<file path="src/design/top_k_sorted_insert_table_macros.svh">
// assertion macros for the sorted top-k table
`ifndef TOP_K_SORTED_INSERT_TABLE_MACROS_SVH
`define TOP_K_SORTED_INSERT_TABLE_MACROS_SVH
`ifndef SYNTHESIS
`define TKST_ASSERT_SAME(lbl, pre, post) \
  lbl: assert property (@(posedge clk) disable iff (rst) (pre) |-> (post)) \
    else $error("tkst check failed");
`define TKST_ASSERT_NEXT(lbl, pre, post) \
  lbl: assert property (@(posedge clk) disable iff (rst) (pre) |=> (post)) \
    else $error("tkst check failed");
`else
`define TKST_ASSERT_SAME(lbl, pre, post)
`define TKST_ASSERT_NEXT(lbl, pre, post)
`endif
`endif

</file>
<file path="src/design/tkst_pkg.sv">
// shared types and constants for the sorted top-k table
package tkst_pkg;

  localparam int CMD_W   = 2;
  localparam int KEY_W   = 32;
  localparam int TAG_W   = 16;
  localparam int SLOT_W  = 4;
  localparam int POS_W   = 4;
  localparam int COUNT_W = 5;

  localparam logic [CMD_W-1:0] CMD_INSERT = 2'd0;
  localparam logic [CMD_W-1:0] CMD_READ   = 2'd1;
  localparam logic [CMD_W-1:0] CMD_CLEAR  = 2'd2;
  localparam logic [CMD_W-1:0] CMD_NOP    = 2'd3;

  typedef struct packed {
    logic [CMD_W-1:0]        command;
    logic signed [KEY_W-1:0] key_value;
    logic [TAG_W-1:0]        tag_value;
    logic [SLOT_W-1:0]       slot_index;
  } req_t;

  typedef struct packed {
    logic                    accepted;
    logic [POS_W-1:0]        position;
    logic [COUNT_W-1:0]      entry_count;
    logic signed [KEY_W-1:0] read_key;
    logic [TAG_W-1:0]        read_tag;
  } rsp_t;

  // controller to datapath
  typedef struct packed {
    logic load_req;
    logic execute;
  } ctrl_cmd_t;

endpackage

</file>
<file path="src/design/tkst_channels.sv">
// request and response channel interfaces
interface tkst_req_if import tkst_pkg::*; ();
  logic                    valid;
  logic                    ready;
  logic [CMD_W-1:0]        command;
  logic signed [KEY_W-1:0] key_value;
  logic [TAG_W-1:0]        tag_value;
  logic [SLOT_W-1:0]       slot_index;

  modport source (output valid, command, key_value, tag_value, slot_index, input ready);
  modport sink (input valid, command, key_value, tag_value, slot_index, output ready);
endinterface

interface tkst_rsp_if import tkst_pkg::*; ();
  logic                    valid;
  logic                    ready;
  logic                    accepted;
  logic [POS_W-1:0]        position;
  logic [COUNT_W-1:0]      entry_count;
  logic signed [KEY_W-1:0] read_key;
  logic [TAG_W-1:0]        read_tag;

  modport source (output valid, accepted, position, entry_count, read_key, read_tag,
                  input ready);
  modport sink (input valid, accepted, position, entry_count, read_key, read_tag,
                output ready);
endinterface

</file>
<file path="src/design/top_k_sorted_insert_table.sv">
// top level of the sorted top-k table
// Holds up to MAX_ENTRIES (key, tag) pairs in descending signed key order.
// request channel: one beat carries command, key_value, tag_value, slot_index.
//   insert places the pair after all equal keys, shifting lower ones down;
//   on a full table the last pair drops, and a key not above it is refused.
//   read returns the pair at slot_index (zero beyond the table or if unset).
//   clear zeroes the table; any other code only reports the count.
// response channel: exactly one beat per request with accepted, position,
//   entry_count (count after the step), read_key and read_tag.
// A request is captured when taken and is executed once the output is free;
//   its response is then held in the result register.
// A new request is taken only after the previous one has executed; the capture
//   register feeds one execute step sharing the compare row and the cell row.
// Reset (synchronous, rst high) empties the table and drops any pending beat.
// When the response side stalls, the held response stays put; one further
//   request is taken and waits in the execute step until the output is free.
module top_k_sorted_insert_table import tkst_pkg::*; #(
  parameter int MAX_ENTRIES = 16,
  parameter int TAG_BITS    = 16
) (
  input logic        clk,
  input logic        rst,
  tkst_req_if.sink   request,
  tkst_rsp_if.source response
);

`include "top_k_sorted_insert_table_macros.svh"

  ctrl_cmd_t cmd;
  req_t      req;
  rsp_t      rsp;

  assign req.command    = request.command;
  assign req.key_value  = request.key_value;
  assign req.tag_value  = request.tag_value;
  assign req.slot_index = request.slot_index;

  tkst_ctrl u_ctrl (
    .clk       (clk),
    .rst       (rst),
    .req_valid (request.valid),
    .req_ready (request.ready),
    .rsp_valid (response.valid),
    .rsp_ready (response.ready),
    .cmd       (cmd)
  );

  tkst_dpath #(
    .MAX_ENTRIES (MAX_ENTRIES),
    .TAG_BITS    (TAG_BITS)
  ) u_dpath (
    .clk (clk),
    .rst (rst),
    .cmd (cmd),
    .req (req),
    .rsp (rsp)
  );

  assign response.accepted    = rsp.accepted;
  assign response.position    = rsp.position;
  assign response.entry_count = rsp.entry_count;
  assign response.read_key    = rsp.read_key;
  assign response.read_tag    = rsp.read_tag;

  // one request in flight at a time
  `TKST_ASSERT_NEXT(a_one_in_flight, request.valid && request.ready, !request.ready)
  `TKST_ASSERT_SAME(a_count_bound, response.valid,
                    (MAX_ENTRIES > 31) || (response.entry_count <= MAX_ENTRIES))
  `TKST_ASSERT_SAME(a_pos_in_list, response.valid && response.accepted,
                    (MAX_ENTRIES > 15) || (response.position < response.entry_count))
  `TKST_ASSERT_SAME(a_insert_no_read, response.valid && response.accepted,
                    (response.read_key == 0) && (response.read_tag == 0))

endmodule

</file>
<file path="src/design/tkst_ctrl.sv">
// controller: takes a beat, runs it against the table, hands the result on
module tkst_ctrl import tkst_pkg::*; (
  input  logic      clk,
  input  logic      rst,
  input  logic      req_valid,
  output logic      req_ready,
  output logic      rsp_valid,
  input  logic      rsp_ready,
  output ctrl_cmd_t cmd
);

  localparam logic ST_IDLE = 1'b0;
  localparam logic ST_EXEC = 1'b1;

  logic state, state_next;
  logic rsp_valid_next;
  logic out_free;

  assign req_ready = (state == ST_IDLE);
  assign out_free  = !rsp_valid || rsp_ready;

  always_comb begin
    state_next     = state;
    rsp_valid_next = rsp_valid && !rsp_ready;
    cmd.load_req   = 1'b0;
    cmd.execute    = 1'b0;
    case (state)
      ST_IDLE: begin
        if (req_valid) begin
          cmd.load_req = 1'b1;
          state_next   = ST_EXEC;
        end
      end
      ST_EXEC: begin
        // wait here while the previous result is still held
        if (out_free) begin
          cmd.execute    = 1'b1;
          rsp_valid_next = 1'b1;
          state_next     = ST_IDLE;
        end
      end
      default: state_next = ST_IDLE;
    endcase
  end

  always_ff @(posedge clk) begin
    if (rst) begin
      state     <= ST_IDLE;
      rsp_valid <= 1'b0;
    end else begin
      state     <= state_next;
      rsp_valid <= rsp_valid_next;
    end
  end

endmodule

</file>
<file path="src/design/tkst_dpath.sv">
// datapath: row of sorted cells, compare row, read select and result register
module tkst_dpath import tkst_pkg::*; #(
  parameter int MAX_ENTRIES = 16,
  parameter int TAG_BITS    = 16
) (
  input  logic      clk,
  input  logic      rst,
  input  ctrl_cmd_t cmd,
  input  req_t      req,
  output rsp_t      rsp
);

  localparam int CW  = $clog2(MAX_ENTRIES + 1);
  localparam int IW  = (MAX_ENTRIES > 1) ? $clog2(MAX_ENTRIES) : 1;
  localparam int TC  = (TAG_BITS < TAG_W) ? TAG_BITS : TAG_W;
  localparam int SC  = (IW < SLOT_W) ? IW : SLOT_W;
  localparam int PC  = (CW < POS_W) ? CW : POS_W;
  localparam int NC  = (CW < COUNT_W) ? CW : COUNT_W;
  localparam logic [CW-1:0] MAX_CNT = CW'(MAX_ENTRIES);

  logic signed [KEY_W-1:0] keys [MAX_ENTRIES];
  logic [TAG_BITS-1:0]     tags [MAX_ENTRIES];
  logic [CW-1:0]           count;

  // captured request
  logic [CMD_W-1:0]        r_cmd;
  logic signed [KEY_W-1:0] r_key;
  logic [TAG_BITS-1:0]     r_tag;
  logic [SLOT_W-1:0]       r_slot;

  logic [TAG_BITS-1:0]     tag_in;
  logic [MAX_ENTRIES-1:0]  gt;
  logic [CW-1:0]           at;
  logic                    full;
  logic                    ins_ok;
  logic                    do_insert;
  logic                    do_clear;
  logic [CW-1:0]           count_next;
  logic [IW-1:0]           slot_idx;
  logic                    slot_in_range;
  rsp_t                    rsp_next;

  always_comb begin
    tag_in         = '0;
    tag_in[TC-1:0] = req.tag_value[TC-1:0];
  end

  always_ff @(posedge clk) begin
    if (cmd.load_req) begin
      r_cmd  <= req.command;
      r_key  <= req.key_value;
      r_tag  <= tag_in;
      r_slot <= req.slot_index;
    end
  end

  // every live cell compares against the new key at once
  always_comb begin
    for (int i = 0; i < MAX_ENTRIES; i++) begin
      gt[i] = (r_key > keys[i]) && (CW'(i) < count);
    end
  end

  // first slot whose key is below the new one, else the end of the list
  always_comb begin
    at = (count == MAX_CNT) ? MAX_CNT : count;
    for (int i = MAX_ENTRIES - 1; i >= 0; i--) begin
      if (gt[i]) at = CW'(i);
    end
  end

  assign full      = (count == MAX_CNT);
  assign ins_ok    = !full || gt[MAX_ENTRIES-1];
  assign do_insert = cmd.execute && (r_cmd == CMD_INSERT) && ins_ok;
  assign do_clear  = cmd.execute && (r_cmd == CMD_CLEAR);

  always_comb begin
    count_next = count;
    if (do_clear) count_next = '0;
    else if (do_insert && !full) count_next = count + CW'(1);
  end

  always_ff @(posedge clk) begin
    if (rst) count <= '0;
    else     count <= count_next;
  end

  genvar g;
  generate
    for (g = 0; g < MAX_ENTRIES; g++) begin : g_cell
      always_ff @(posedge clk) begin
        if (rst || do_clear) begin
          keys[g] <= '0;
          tags[g] <= '0;
        end else if (do_insert) begin
          if (CW'(g) == at) begin
            keys[g] <= r_key;
            tags[g] <= r_tag;
          end else if (g > 0) begin
            // lower entries move down one slot, the last falls off when full
            if ((CW'(g) > at) && (CW'(g) <= count)) begin
              keys[g] <= keys[(g > 0) ? g - 1 : 0];
              tags[g] <= tags[(g > 0) ? g - 1 : 0];
            end
          end
        end
      end
    end
  endgenerate

  assign slot_in_range = ({1'b0, r_slot} < (SLOT_W + 1)'(
                          (MAX_ENTRIES > 16) ? 16 : MAX_ENTRIES));

  always_comb begin
    slot_idx         = '0;
    slot_idx[SC-1:0] = r_slot[SC-1:0];
  end

  always_comb begin
    rsp_next                      = '0;
    rsp_next.entry_count[NC-1:0]  = count_next[NC-1:0];
    case (r_cmd)
      CMD_INSERT: begin
        if (ins_ok) begin
          rsp_next.accepted         = 1'b1;
          rsp_next.position[PC-1:0] = at[PC-1:0];
        end
      end
      CMD_READ: begin
        if (slot_in_range) begin
          rsp_next.read_key          = keys[slot_idx];
          rsp_next.read_tag[TC-1:0]  = tags[slot_idx][TC-1:0];
        end
      end
      CMD_CLEAR: ;
      CMD_NOP:   ;
      default:   ;
    endcase
  end

  always_ff @(posedge clk) begin
    if (cmd.execute) rsp <= rsp_next;
  end

endmodule
</file>
<file path="src/flat_wrapper.sv">
// flat-port wrapper written by rule: the top's interface ports become plain ports
module top_k_sorted_insert_table_flat import tkst_pkg::*;
#(
  parameter int MAX_ENTRIES = 16,
  parameter int TAG_BITS    = 16
)
  (clk, rst, request_valid, request_command, request_key_value, request_tag_value, request_slot_index, request_ready, response_valid, response_accepted, response_position, response_entry_count, response_read_key, response_read_tag, response_ready);
  tkst_req_if request_i ();
  tkst_rsp_if response_i ();
  input logic clk;
  input logic rst;
  input wire logic [$bits(request_i.valid)-1:0] request_valid;
  input wire logic [$bits(request_i.command)-1:0] request_command;
  input wire logic [$bits(request_i.key_value)-1:0] request_key_value;
  input wire logic [$bits(request_i.tag_value)-1:0] request_tag_value;
  input wire logic [$bits(request_i.slot_index)-1:0] request_slot_index;
  output wire logic [$bits(request_i.ready)-1:0] request_ready;
  output wire logic [$bits(response_i.valid)-1:0] response_valid;
  output wire logic [$bits(response_i.accepted)-1:0] response_accepted;
  output wire logic [$bits(response_i.position)-1:0] response_position;
  output wire logic [$bits(response_i.entry_count)-1:0] response_entry_count;
  output wire logic [$bits(response_i.read_key)-1:0] response_read_key;
  output wire logic [$bits(response_i.read_tag)-1:0] response_read_tag;
  input wire logic [$bits(response_i.ready)-1:0] response_ready;
  assign request_i.valid = request_valid;
  assign request_i.command = request_command;
  assign request_i.key_value = request_key_value;
  assign request_i.tag_value = request_tag_value;
  assign request_i.slot_index = request_slot_index;
  assign request_ready = request_i.ready;
  assign response_valid = response_i.valid;
  assign response_accepted = response_i.accepted;
  assign response_position = response_i.position;
  assign response_entry_count = response_i.entry_count;
  assign response_read_key = response_i.read_key;
  assign response_read_tag = response_i.read_tag;
  assign response_i.ready = response_ready;
  top_k_sorted_insert_table #(.MAX_ENTRIES(MAX_ENTRIES), .TAG_BITS(TAG_BITS)) u_core (.clk(clk), .rst(rst), .request(request_i), .response(response_i));
endmodule
</file>
<file path="config.mk">
export PLATFORM = sky130hd
export DESIGN_NAME = top_k_sorted_insert_table_flat
export DESIGN_NICKNAME = d
export VERILOG_FILES = /design/src/design/tkst_pkg.sv /design/src/design/tkst_channels.sv /design/src/design/top_k_sorted_insert_table.sv /design/src/design/tkst_ctrl.sv /design/src/design/tkst_dpath.sv /design/src/flat_wrapper.sv
export VERILOG_INCLUDE_DIRS = /design/src /design/src/design
export SDC_FILE = /design/constraint.sdc
export NUM_CORES = 2
export LEC_CHECK = 0
export BUFFER_PORTS_ARGS = -buffer_cell sky130_fd_sc_hd__buf_2
export CAP_MARGIN = 40
export CORE_MARGIN = 3
export CORE_UTILIZATION = 40
export CTS_CLUSTER_DIAMETER = 60
export DETAILED_ROUTE_END_ITERATION = 8
export GPL_ROUTABILITY_DRIVEN = 0
export PLACE_DENSITY_LB_ADDON = 0.08
export SYNTH_ARGS = -nofsm -noshare
export SYNTH_HDL_FRONTEND = slang
export SYNTH_SLANG_ARGS = --single-unit
export TNS_END_PERCENT = 5
</file>
<file path="constraint.sdc">
create_clock -name clk -period 23.9 [get_ports clk]
set_clock_uncertainty 0.2 [all_clocks]
set_input_delay 5.975 -clock clk [delete_from_list [all_inputs] [get_ports clk]]
set_output_delay 5.975 -clock clk [all_outputs]
set_load 0.01 [all_outputs]
</file>
* Word-level counts from Yosys, hierarchy flattened
Memories as Yosys holds them, arrays and structs flattened. A register that Yosys moved wholly into a read port is not among the register bits.
Index checks and enable logic that the tools add are counted.
** Storage, ports and cells
- Register bits after elaboration :: 71
- RAM bits :: 768
- Input bits :: 58
- Output and inout port bits :: 60
- Word-level logic and storage cells :: 434
- Memories :: 2
** Memories
- u_core.u_dpath.keys :: depth 16, width 32, read ports 17, clocked after memory_dff 1, write ports 16, line tkst_dpath.sv:21 : logic signed [KEY_W-1:0] keys [MAX_ENTRIES];
- u_core.u_dpath.tags :: depth 16, width 16, read ports 16, clocked after memory_dff 1, write ports 16, line tkst_dpath.sv:22 : logic [TAG_BITS-1:0] tags [MAX_ENTRIES];
** Operators by class
- $add $sub $neg :: 1
- Magnitude comparators :: 62
- Eq/ne operators :: 18
- Mux-type cells :: 231
- Bitwise logic cells :: 63
- Reduce and logical (&&, ||, !) cells :: 47
** Operator list (number)
- $mux 32 :: 31
- $gt 32x32->1 :: 16
- $mux 16 :: 31
- $mux 1 :: 148
- $mux 5 :: 20
- $or 1x1->1 :: 62
- $eq 4x5->1 const A :: 8
- $gt 4x5->1 const A :: 8
- $le 4x5->1 const A :: 8
- $lt 4x5->1 const A :: 8
- $logic_and 1x1->1 :: 36
- $eq 3x5->1 const A :: 4
- $gt 3x5->1 const A :: 4
- $le 3x5->1 const A :: 4
- $lt 3x5->1 const A :: 4
- $eq 2x5->1 const A :: 2
- $gt 2x5->1 const A :: 2
- $le 2x5->1 const A :: 2
- $lt 1x5->1 const A :: 2
- $lt 2x5->1 const A :: 2
- $add 5x1->5 const B :: 1
- $eq 1x5->1 const A :: 1
- $eq 5x5->1 const B :: 1
- $gt 1x5->1 const A :: 1
- other kinds (10) :: 16

* Logic depth before layout (Yosys ltp)
An unclocked memory read counts as a cell.
- Depth in word-level cells :: 27
- Mapped depth :: 20
- Gate-level depth less buffers :: 13

* Modules after synthesis
A second synthesis with hierarchy kept.
** Unflattened totals
- Cell total of the unflattened synthesis :: 4736
- Area, all modules :: 56771.9 µm²
** Modules (own cells, without submodules)
- tkst_dpath :: instances 1, cells each 4727, area each 56684.4 µm², sequential area each 26525.4 µm²
- tkst_ctrl :: instances 1, cells each 9, area each 87.6 µm², sequential area each 40.0 µm²

* Worst setup path before layout
No wires, ideal clock.
- Kind :: input to register
- Start point :: in response_ready
- End point :: mem u_core.u_dpath.keys[0][0], enable pin
- Library setup time :: 525 ps
- Data arrival time :: 12224 ps
- Required time :: 23175 ps
- Setup slack :: 10951 ps
- Cell stages on the path :: 7
- Path buffers :: 0
- Path through :: nand2b_1 and2_1 nor2b_1 inv_1 a211oi_2 nand3_1 o31ai_1
** RTL lines
- from (decl) :: line flat_wrapper.sv:24 : input wire logic [$bits(response_i.ready)-1:0] response_ready;
- to (decl) :: line tkst_dpath.sv:21

==> impl_metrics.tcl <==
set metrics [dict create \
    max_slew_margin 0.288 \
    cts_buffers 118 \
    power_density_nw_per_um2 66.0 \
    synth_seq_cells 887 \
    ant_nets 0 \
    num_vias 41910 \
    clk_path_buf_depth 3 \
    cpMaxStageDelayCell "a31o_4" \
    fp.dieArea_um2 146000 \
    crit_required_ns 24.06 \
    wl_per_cell_um 33.1 \
    syn_area_per_cell_um2 12.4 \
    finalSetupTns_ns 0 \
    synth_area_leaders "edfxtp_1, ha_1, mux4_2, a22o_1, inv_1" \
    drc 0 \
    n_fill_cell 12839 \
    num_rows 137 \
    yosysWarningCount 0 \
    critical_path_class "input port to flip-flop" \
    grt_pass1_wl_um 310000 \
    final_max_slew_viol_count 0 \
    peakVddDrop_mv 0.0708 \
    final_hold_viol_count 0 \
    synth_area_leader_cell "edfxtp_1" \
    cp_max_fo 49 \
    dpl.hpwl_um 145000 \
    ioPinCount 118 \
    chipHeight_um 382 \
    drt_first_pass_iters 5 \
    timing.final.ws_setup_ns 13.22 \
    antenna_found_initial 14 \
    fin_area_um2 63400 \
    htree_levels 3 \
    wl_um 217000 \
    grt_max_degree 143 \
    synth_nets 5134 \
    crit_start "response_ready" \
    cts.sinks 887 \
    num-nets-final 5153 \
    synthFlopType "edfxtp_1" \
    yosysSeqAreaShare 0.469 \
    start_util 0.404 \
    cp_cell_sequence "buf_2 -> nand2b_1 -> and2_4 -> nor2b_1 -> inv_1 -> a211oi_2 -> nand2_1 -> nor3_1 -> a31o_4 -> a211o_2 -> buf_4" \
    ctsHoldBuffers 0 \
    grt_pass1_vias 40735 \
    hold_depth 2 \
    slowest_delay_ns 0.81 \
    whs_endpoint "u_core.u_ctrl.rsp_valid$_SDFF_PP0_" \
    synth_enable_flop_cells 880 \
    r2r_setup_slack_ns 15.62 \
    synth_top_area_share 0.467 \
    rr_worst_depth 13 \
    drive_gt1_frac 0.165 \
    r2r_end "u_core.u_dpath.keys[15][14]$_DFFE_PP_" \
    dpl-instance-area_um2 59500 \
    holdWs_ns 0.298 \
    vias_per_cell 6.39 \
    hp-class "flip-flop to flip-flop" \
    cts_setup_buffers 0 \
    status "finished clean" \
    finalSetupViolCount 0 \
    syn_to_final_growth_pct 12.0 \
    worst_pin_slew_ns 1.07 \
    core_area_um2 140000 \
    final_util 0.453 \
    cts_tree "done" \
    p_leak_nw 24.5 \
    die_w_um 382 \
    port-buffer-count 117 \
    clkLatencyLatePin_ns 0.75 \
    r2r_start "u_core.u_dpath.r_key[15]$_DFFE_PP_" \
    total_power_mw 4.18 \
    cts_root_buffer "clkbuf_16" \
    clkSlewWorstSetupHoldPaths_ns 0.06 \
    drtIter0Drc 4809 \
    dp_slack_ns 12.52 \
    max_clock_freq_mhz 93.6 \
    cap_violations 0 \
    arrival_ns 10.84 \
    start_kind "input port" \
    end_kind "flip-flop" \
    min_from "u_core.u_ctrl.rsp_valid$_SDFF_PP0_" \
    layout_common_cells "edfxtp_1, inv_1, ha_1, a22o_1, nand2_1" \
    final_cell_count_no_fill 6557 \
    dp.cells 6335 \
    grt_overflow 0 \
    synth_cell_types 96 \
    min_period_ns 10.68 \
    track_usage 0.292 \
    finalCritPeriodShare 0.447 \
    cts-resized-gates 0 \
    rsz0062_at_grt "false" \
    synthArstFlopShare 0 \
    syn_inst 4561 \
    synth_area_um2 56600 \
    final_common_cell "edfxtp_1" \
]
## metal layers
layer | GRT usage | vias up | routed length, µm
met1 | 0.396 | 21683 | 90900
li1 | - | 17941 | -
met5 | 0 | - | 39
met4 | 0.121 | 6 | 9600
met3 | 0.0514 | 357 | 16400
met2 | 0.464 | 1923 | 100000
## cell families after synthesis
kind of cell    count (synthesis)  share of synthesized area
buf+inv                       885                     0.0645
simple gates                  784                     0.0742
mux                           349                      0.115
fa+ha+maj                     515                      0.114
compound gates               1139                      0.163
xor+xnor                        2                   0.000310
flops                         887                      0.469
## where the power goes
group          internal (mW)  switching [mW]
clock network           1.04           0.742
logic                  0.201           0.333
registers               1.79          0.0763
total                   3.03            1.15
## worst max-delay path: cells and delay by family
family	cells	cell delay (ns)
buffers and inverters	3	0.78
AO/OA/AOI/OAI	3	2.00
AND/OR/NAND/NOR	5	2.02
## worst max path at each step
| stage | to | slack, ns |
|---|---|---|
| 3_5_place_dp | u_core.u_dpath.keys[9][28]$_DFFE_PP_ | 12.52 |
| 5_1_grt | u_core.u_dpath.keys[9][24]$_DFFE_PP_ | 12.86 |
| 3_3_place_gp | u_core.u_dpath.keys[14][3]$_DFFE_PP_ | 12.35 |
| 4_1_cts | u_core.u_dpath.keys[9][26]$_DFFE_PP_ | 13.26 |
| 2_1_floorplan | u_core.u_dpath.keys[0][0]$_SDFFCE_PN0P_ | 10.95 |
| 6_report | u_core.u_dpath.keys[9][26]$_DFFE_PP_ | 13.22 |
## synthesized netlist by cell type, drive strengths merged (59+ instances only)
library cell and instances:
and2 59, a21o 62, ha 515, nand4 97, mux2i 105, buf 194, nand2 253, a21oi 191
o21ai 62, nor2 71, mux4 240, a22o 431, nand3 94, inv 523, a32o 193, nor2b 73
edfxtp 880, clkbuf 168
## sequential cells by signal (all words and copies together), names as in the netlist
register	flops
u_core.u_dpath.tags	256
u_core.u_ctrl.state	1
u_core.u_dpath.count	5
u_core.u_dpath.r_cmd	2
u_core.u_dpath.r_slot	4
u_core.u_dpath.r_tag	16
u_core.u_dpath.r_key	32
u_core.u_ctrl.rsp_valid	1
u_core.u_dpath.keys	512
u_core.u_dpath.rsp	58
## layout make-up
class	count	area [µm²]	share of cell area
multi-input combinational	2789	26700	0.421
sequential	887	26600	0.419
clock buffer	140	3120	0.0492
tap	1876	2350	0.0370
timing repair buffer	261	1980	0.0313
inverter	523	1960	0.0310
clock inverter	77	708	0.0112
antenna	4	10.0	0.000158
Power figures use the tool's default switching activity.
